**src/ebpt_pkg.sv**
```systemverilog
`timescale 1ns / 1ps
// shared constants and types for the base-2 euler probable-prime block
// no dependencies

package ebpt_pkg;

  // candidate width and its split into two 64-bit halves
  localparam int CAND_BITS = 128;
  localparam int HALF_BITS = 64;
  localparam int HIGH_USED = CAND_BITS - HALF_BITS;
  localparam logic [HALF_BITS-1:0] HIGH_MASK =
    HALF_BITS'((129'(1) << HIGH_USED) - 129'(1));

  // stream widths
  localparam int IN_DATA_BITS  = 128;
  localparam int OUT_DATA_BITS = 136;

  typedef logic [127:0] wide_t;

  // sequencer states
  typedef enum logic [6:0] {
    ST_IDLE = 7'b0000001,
    ST_SCAN = 7'b0000010,
    ST_EXP  = 7'b0000100,
    ST_SQD  = 7'b0001000,
    ST_SQA  = 7'b0010000,
    ST_DBL  = 7'b0100000,
    ST_FIN  = 7'b1000000
  } state_t;

endpackage

```
**src/ebpt_modadd.sv**
```systemverilog
`timescale 1ns / 1ps
// shared modular adder: (x + y) mod m for x, y below m
// depends on ebpt_pkg

module ebpt_modadd (
  input  ebpt_pkg::wide_t x,
  input  ebpt_pkg::wide_t y,
  input  ebpt_pkg::wide_t m,
  output ebpt_pkg::wide_t sum
);

  logic [128:0] raw;
  logic [128:0] red;

  // wide add, then one conditional subtract of the modulus
  always_comb begin
    raw = {1'b0, x} + {1'b0, y};
    red = raw - {1'b0, m};
    if (raw >= {1'b0, m}) begin
      sum = red[127:0];
    end else begin
      sum = raw[127:0];
    end
  end

endmodule

```
**src/euler_base2_prp_test_core.sv**
```systemverilog
`timescale 1ns / 1ps
// top level: sequencer driving the shared modular adder, output register
// depends on ebpt_pkg and ebpt_modadd

// One candidate is handled at a time. After the word is taken the block scans
// down from bit 127 for the top set bit, one bit at a time, then for every
// lower bit down to bit 1 performs a modular squaring as 128 shift-and-add
// steps, each a doubling and, for a set multiplier bit, an add on the single
// 128-bit modular adder, plus a doubling when the bit is set. The modular
// adder is shared by every step. The result word sits in an output register,
// so a new candidate can be taken while it waits.

module euler_base2_prp_test_core (
  input  logic         clk,
  input  logic         rst,
  input  logic         s_axis_tvalid,
  output logic         s_axis_tready,
  input  logic [127:0] s_axis_tdata,  // cand_low [63:0], cand_high [127:64]
  output logic         m_axis_tvalid,
  input  logic         m_axis_tready,
  output logic [135:0] m_axis_tdata   // is_probable_prime [0], residue_low [64:1],
                                      // residue_high [128:65], zero pad above
);

  ebpt_pkg::state_t state;
  ebpt_pkg::wide_t  n;
  ebpt_pkg::wide_t  r;
  ebpt_pkg::wide_t  a;
  ebpt_pkg::wide_t  acc;
  logic [7:0]       pos;
  logic [7:0]       pos_m1;
  logic [6:0]       idx;
  logic             zero_cand;

  ebpt_pkg::wide_t  ux;
  ebpt_pkg::wide_t  uy;
  ebpt_pkg::wide_t  usum;
  ebpt_pkg::wide_t  target;
  logic             euler;

  logic             out_valid;
  logic [135:0]     out_data;

  assign pos_m1        = pos - 8'd1;
  assign s_axis_tready = (state == ebpt_pkg::ST_IDLE);
  assign m_axis_tvalid = out_valid;
  assign m_axis_tdata  = out_data;

  // operand select for the shared adder
  always_comb begin
    ux = acc;
    uy = acc;
    unique case (state)
      ebpt_pkg::ST_SQA: begin
        ux = acc;
        uy = a;
      end
      ebpt_pkg::ST_DBL: begin
        ux = r;
        uy = r;
      end
      default: begin
        ux = acc;
        uy = acc;
      end
    endcase
  end

  ebpt_modadd u_modadd (
    .x   (ux),
    .y   (uy),
    .m   (n),
    .sum (usum)
  );

  // euler criterion target
  assign euler  = n[1] ^ n[2];
  assign target = euler ? (n - 128'd1) : 128'd1;

  // sequencer
  always_ff @(posedge clk) begin
    if (rst) begin
      state     <= ebpt_pkg::ST_IDLE;
      out_valid <= 1'b0;
    end else begin
      // output word valid: set when the result is loaded, cleared when taken
      if ((state == ebpt_pkg::ST_FIN) && (!out_valid || m_axis_tready)) begin
        out_valid <= 1'b1;
      end else if (out_valid && m_axis_tready) begin
        out_valid <= 1'b0;
      end
      unique case (state)
        ebpt_pkg::ST_IDLE: begin
          if (s_axis_tvalid) begin
            n         <= {s_axis_tdata[127:64] & ebpt_pkg::HIGH_MASK, s_axis_tdata[63:0]};
            zero_cand <= ((s_axis_tdata[127:64] & ebpt_pkg::HIGH_MASK) == 64'd0) &&
                         (s_axis_tdata[63:0] == 64'd0);
            r         <= 128'd1;
            pos       <= 8'(ebpt_pkg::CAND_BITS);
            state     <= ebpt_pkg::ST_SCAN;
          end
        end
        ebpt_pkg::ST_SCAN: begin
          if (pos > 8'd1) begin
            pos <= pos_m1;
            if (n[pos_m1[6:0]]) begin
              r     <= 128'd2;
              state <= ebpt_pkg::ST_EXP;
            end
          end else begin
            state <= ebpt_pkg::ST_FIN;
          end
        end
        ebpt_pkg::ST_EXP: begin
          if (pos > 8'd1) begin
            pos   <= pos_m1;
            a     <= r;
            acc   <= 128'd0;
            idx   <= 7'd127;
            state <= ebpt_pkg::ST_SQD;
          end else begin
            state <= ebpt_pkg::ST_FIN;
          end
        end
        ebpt_pkg::ST_SQD: begin
          acc <= usum;
          if (a[idx]) begin
            state <= ebpt_pkg::ST_SQA;
          end else if (idx == 7'd0) begin
            r     <= usum;
            state <= n[pos[6:0]] ? ebpt_pkg::ST_DBL : ebpt_pkg::ST_EXP;
          end else begin
            idx <= idx - 7'd1;
          end
        end
        ebpt_pkg::ST_SQA: begin
          acc <= usum;
          if (idx == 7'd0) begin
            r     <= usum;
            state <= n[pos[6:0]] ? ebpt_pkg::ST_DBL : ebpt_pkg::ST_EXP;
          end else begin
            idx   <= idx - 7'd1;
            state <= ebpt_pkg::ST_SQD;
          end
        end
        ebpt_pkg::ST_DBL: begin
          r     <= usum;
          state <= ebpt_pkg::ST_EXP;
        end
        ebpt_pkg::ST_FIN: begin
          // load the result word once the output register is free
          if (!out_valid || m_axis_tready) begin
            if (zero_cand) begin
              out_data <= 136'd0;
            end else begin
              out_data <= {7'd0, r, (r == target)};
            end
            state <= ebpt_pkg::ST_IDLE;
          end
        end
        default: begin
          state <= ebpt_pkg::ST_IDLE;
        end
      endcase
    end
  end

  // checks on the sequencer
  a_onehot: assert property (@(posedge clk) disable iff (rst) $onehot(state))
    else $error("state not one-hot");
  a_sqa_bit: assert property (@(posedge clk) disable iff (rst)
    (state == ebpt_pkg::ST_SQA) |-> a[idx])
    else $error("add step entered with clear multiplier bit");
  a_acc_red: assert property (@(posedge clk) disable iff (rst)
    (state == ebpt_pkg::ST_SQD) |-> (acc < n))
    else $error("square accumulator not reduced");
  a_fin_out: assert property (@(posedge clk) disable iff (rst)
    (state == ebpt_pkg::ST_FIN) && !out_valid |=> out_valid)
    else $error("result not loaded");

endmodule

```
**config.mk**
```make
export PLATFORM = sky130hd
export DESIGN_NAME = euler_base2_prp_test_core
export DESIGN_NICKNAME = d
export VERILOG_FILES = /design/src/ebpt_pkg.sv /design/src/ebpt_modadd.sv /design/src/euler_base2_prp_test_core.sv
export SDC_FILE = /design/constraint.sdc
export NUM_CORES = 2
export LEC_CHECK = 0
export ABC_CLOCK_PERIOD_IN_PS = 12800
export BUFFER_PORTS_ARGS = -buffer_cell sky130_fd_sc_hd__buf_2
export CAP_MARGIN = 20
export CELL_PAD_IN_SITES_DETAIL_PLACEMENT = 0
export CELL_PAD_IN_SITES_GLOBAL_PLACEMENT = 1
export CORE_MARGIN = 1.5
export CORE_UTILIZATION = 40
export DETAILED_ROUTE_END_ITERATION = 6
export PLACE_DENSITY_LB_ADDON = 0.15
export SLEW_MARGIN = 10
export SYNTH_ARGS = -nofsm -noshare
export SYNTH_HDL_FRONTEND = slang
export SYNTH_HIERARCHICAL = 1
export SYNTH_SLANG_ARGS = --single-unit
```
**constraint.sdc**
```tcl
create_clock -name clk -period 12.8 [get_ports clk]
set_input_delay 0.64 -clock clk [delete_from_list [all_inputs] [get_ports clk]]
set_output_delay 0.64 -clock clk [all_outputs]
set_load 0.1 [all_outputs]
```
==> flow_summary.toml <==
[status]
status = "complete, but fails checks"
violations = "DRC"

[sta]
rsz0062_at_grt = "false"
setup_viol = 0
min_period_over_period_pct = 95.0
tightest_slew_ns = 1.24
finalMaxSlewViolations = 0
skew_ns = 0.0326
slew_headroom_pct = 16.5
fin_setup_tns_ns = 0
period_needed_ns = 12.16
final_hold_viol_count = 0
max_freq_ghz = 0.0822

[detailed_routing]
wl_met1_um = 116000
drtPass1Iterations = 7
first_iter_violations = 7241
vias = 52911
ant_nets = 0
highest_layer = "met5"
drc = 1
via_per_inst = 6.48
detail_route.wl_per_cell_um = 32.3
wl_met3_um = 24100
drt_wl_total_um = 263000
wl_met2_um = 113000

[run]
timing.max_cap.violations = 0

[place]
io_buffers = 262
place_area_um2 = 59200
place_congestion = 1.07
hpwl_um = 205000

[pwr]
p_sw_mw = 3.06
power_density_nw_per_um2 = 128
p_leak_nw = 23.3
p_clk_share_pct = 30.1
p_seq_share_pct = 40.7
internal_power_mw = 4.90
sw_frac_of_total_pct = 38.5
vdd_drop_max_mv = 0.107
comb_power_share_pct = 29.2

[global_routing]
grt-ovfl-total = 0
grt.total_usage_pct = 36.0
antenna_found_initial = 17
grt_pass1_vias = 48357
grt_pass1_wl_um = 368000
grt_max_degree = 129

[yosys]
synth_area_leaders = "edfxtp_1 (35%), ha_1 (5.8%), nand2_1 (4.8%), mux4_2 (4.5%), a21oi_1 (3.8%)"
synth-seq-cells = 665
yosysWarnings = 6
yosysMostFrequentCell = "nand2_1"
synth_seq_area_share_pct = 35.4
synth_common_cells = "nand2_1 (713), edfxtp_1 (657), a21oi_1 (422), nor2_1 (346), o21ai_0 (325)"
yosys.area.top_type = "edfxtp_1"
ys.flop_type = "edfxtp_1"
synthArstFlopShare_pct = 0
yosysUniqueCellTypes = 125
syn_inst = 6150
synth-edff-count = 657
post-synth-top-area-fraction_pct = 35.1
syn_area_um2 = 56200
avgSynthCellArea_um2 = 9.14

[hold_path]
hold_class = "in -> reg"

[critical_path]
crit_fanout = 91
crit_family = "compound AO/OA/AOI/OAI gates"
arrival_ns = 12.73
path_class = "reg -> reg"
crit_required_ns = 13.37
path_buf_inv = 3
cp-end-kind = "flop"
cpPeakStageDelay_ns = 0.94
cp-start-kind = "flop"
crit_path_frequent_cell = "nand4_1"
cp_slowest_cell = "o21ai_1"

[final_layout]
drive_gt1_share_pct = 14.2
postLayoutCellArea_um2 = 62000
area_delta_synth_final_pct = 10.3
post-route-util_pct = 44.4
fin_nets = 6601

[cts]
hold_buffers = 0
clock_sinks = 665
root_buffer = "clkbuf_16"
clk_pin_slew_ns = 0.06
cts_setup_buffers = 0
post_cts_resized = 0
clk_latency_ns = 0.73
ctsLongestPathBuffers = 3
cts-buffers-inserted = 80
cts_tree = "built"
cts_max_level = 3

[die]
fp.dieW_um = 378
die-area_um2 = 143000
start_util_pct = 40.3
pin_count = 270
die_h_um = 378
rows = 137
core_region_area_um2 = 140000
[worst paths after layout]
path,start,cells past startpoint,slack (ns),end
setup / recovery,state[2]$_SDFFE_PP0P_,29,0.64,acc[43]$_SDFFCE_PP0P_
hold / removal,s_axis_tdata[109],1,0.10,n[109]$_DFFE_PP_
setup reg to reg,state[2]$_SDFFE_PP0P_,29,0.64,acc[43]$_SDFFCE_PP0P_
hold reg to reg,m_axis_tvalid$_SDFFE_PP0P_,2,0.49,m_axis_tvalid$_SDFFE_PP0P_
[cells in the final DEF (no fill, tap or decap), drive strengths merged, types with 17 or more instances in the layout]
master and n:
a22oi 134, o21bai 81, nand2 713, and4 20
o211ai 21, a21boi 28, a211oi 31, clkinv 21
mux2i 38, o21a 40, clkbuf 101, and2 144
xnor2 217, nand3 80, nor2b 156, a21oi 427
or4 44, nor3b 19, edfxtp 657, o31ai 44
and3 150, inv 247, ha 261, or2 25
a21o 133, mux2 174, nor2 346, nand4 200
buf 359, or3 64, nand2b 60, a2111oi 18
o21ai 342, xor2 155, nor4 151, mux4 114
a31oi 34, nand3b 17, nor3 153
[sequential cells by signal (all words and copies together), names as in the netlist, 7 cells and up]
name / cells
a: 128
idx: 7
acc: 128
n: 128
pos: 8
state: 7
m_axis_tdata: 129
r: 128
[final cells by class]
cell class                 count  area [um2]
fill                       13765       77500
sequential                   665       19900
tap                         1876        2350
timing repair buffer         361        2160
antenna                       13        32.5
clock inverter                48         544
clock buffer                  99        2150
multi-input combinational   4862       34000
inverter                     236         886
[power groups by stage]
| stage | clock (mW) | combinational [mW] | sequential [mW] |
|---|---|---|---|
| floorplan | 0 | 1.52 | 2.90 |
| global placement | 0 | 2.23 | 3.26 |
| detailed placement | 0 | 2.25 | 3.26 |
| CTS | 2.43 | 2.25 | 3.22 |
| global route | 2.51 | 2.45 | 3.23 |
| finish | 2.40 | 2.33 | 3.24 |
[routing by layer]
| layer | track usage, % | up-vias |
|---|---|---|
| met5 | 0 | - |
| met4 | 11.7 | 4 |
| met3 | 6.60 | 394 |
| met2 | 54.1 | 2878 |
| met1 | 51.9 | 26436 |
| li1 | - | 23199 |
[metrics by stage]
step / instances / setup slack (ns) / hold WS, ns / total power, mW
floorplan: 6156 / 1.53 / 0.424 / 4.42
global placement: 7993 / 0.534 / 0.464 / 5.49
detailed placement: 7996 / 0.723 / 0.471 / 5.50
CTS: 8143 / 0.673 / 0.0637 / 7.90
global route: 8147 / 0.529 / 0.0711 / 8.18
finish: 8160 / 0.637 / 0.105 / 7.97
[cells by family after synthesis]
group	synth area share, %
adders and majority gates	5.88
AOI/OAI and AO/OA	17.1
and+or+nand+nor	22.2
DFF	35.4
muxes	8.74
xor gates and xnor gates	6.18
buffers and inverters	4.50
other	0.00667
Note: power is estimated with default switching activity, not from simulation.
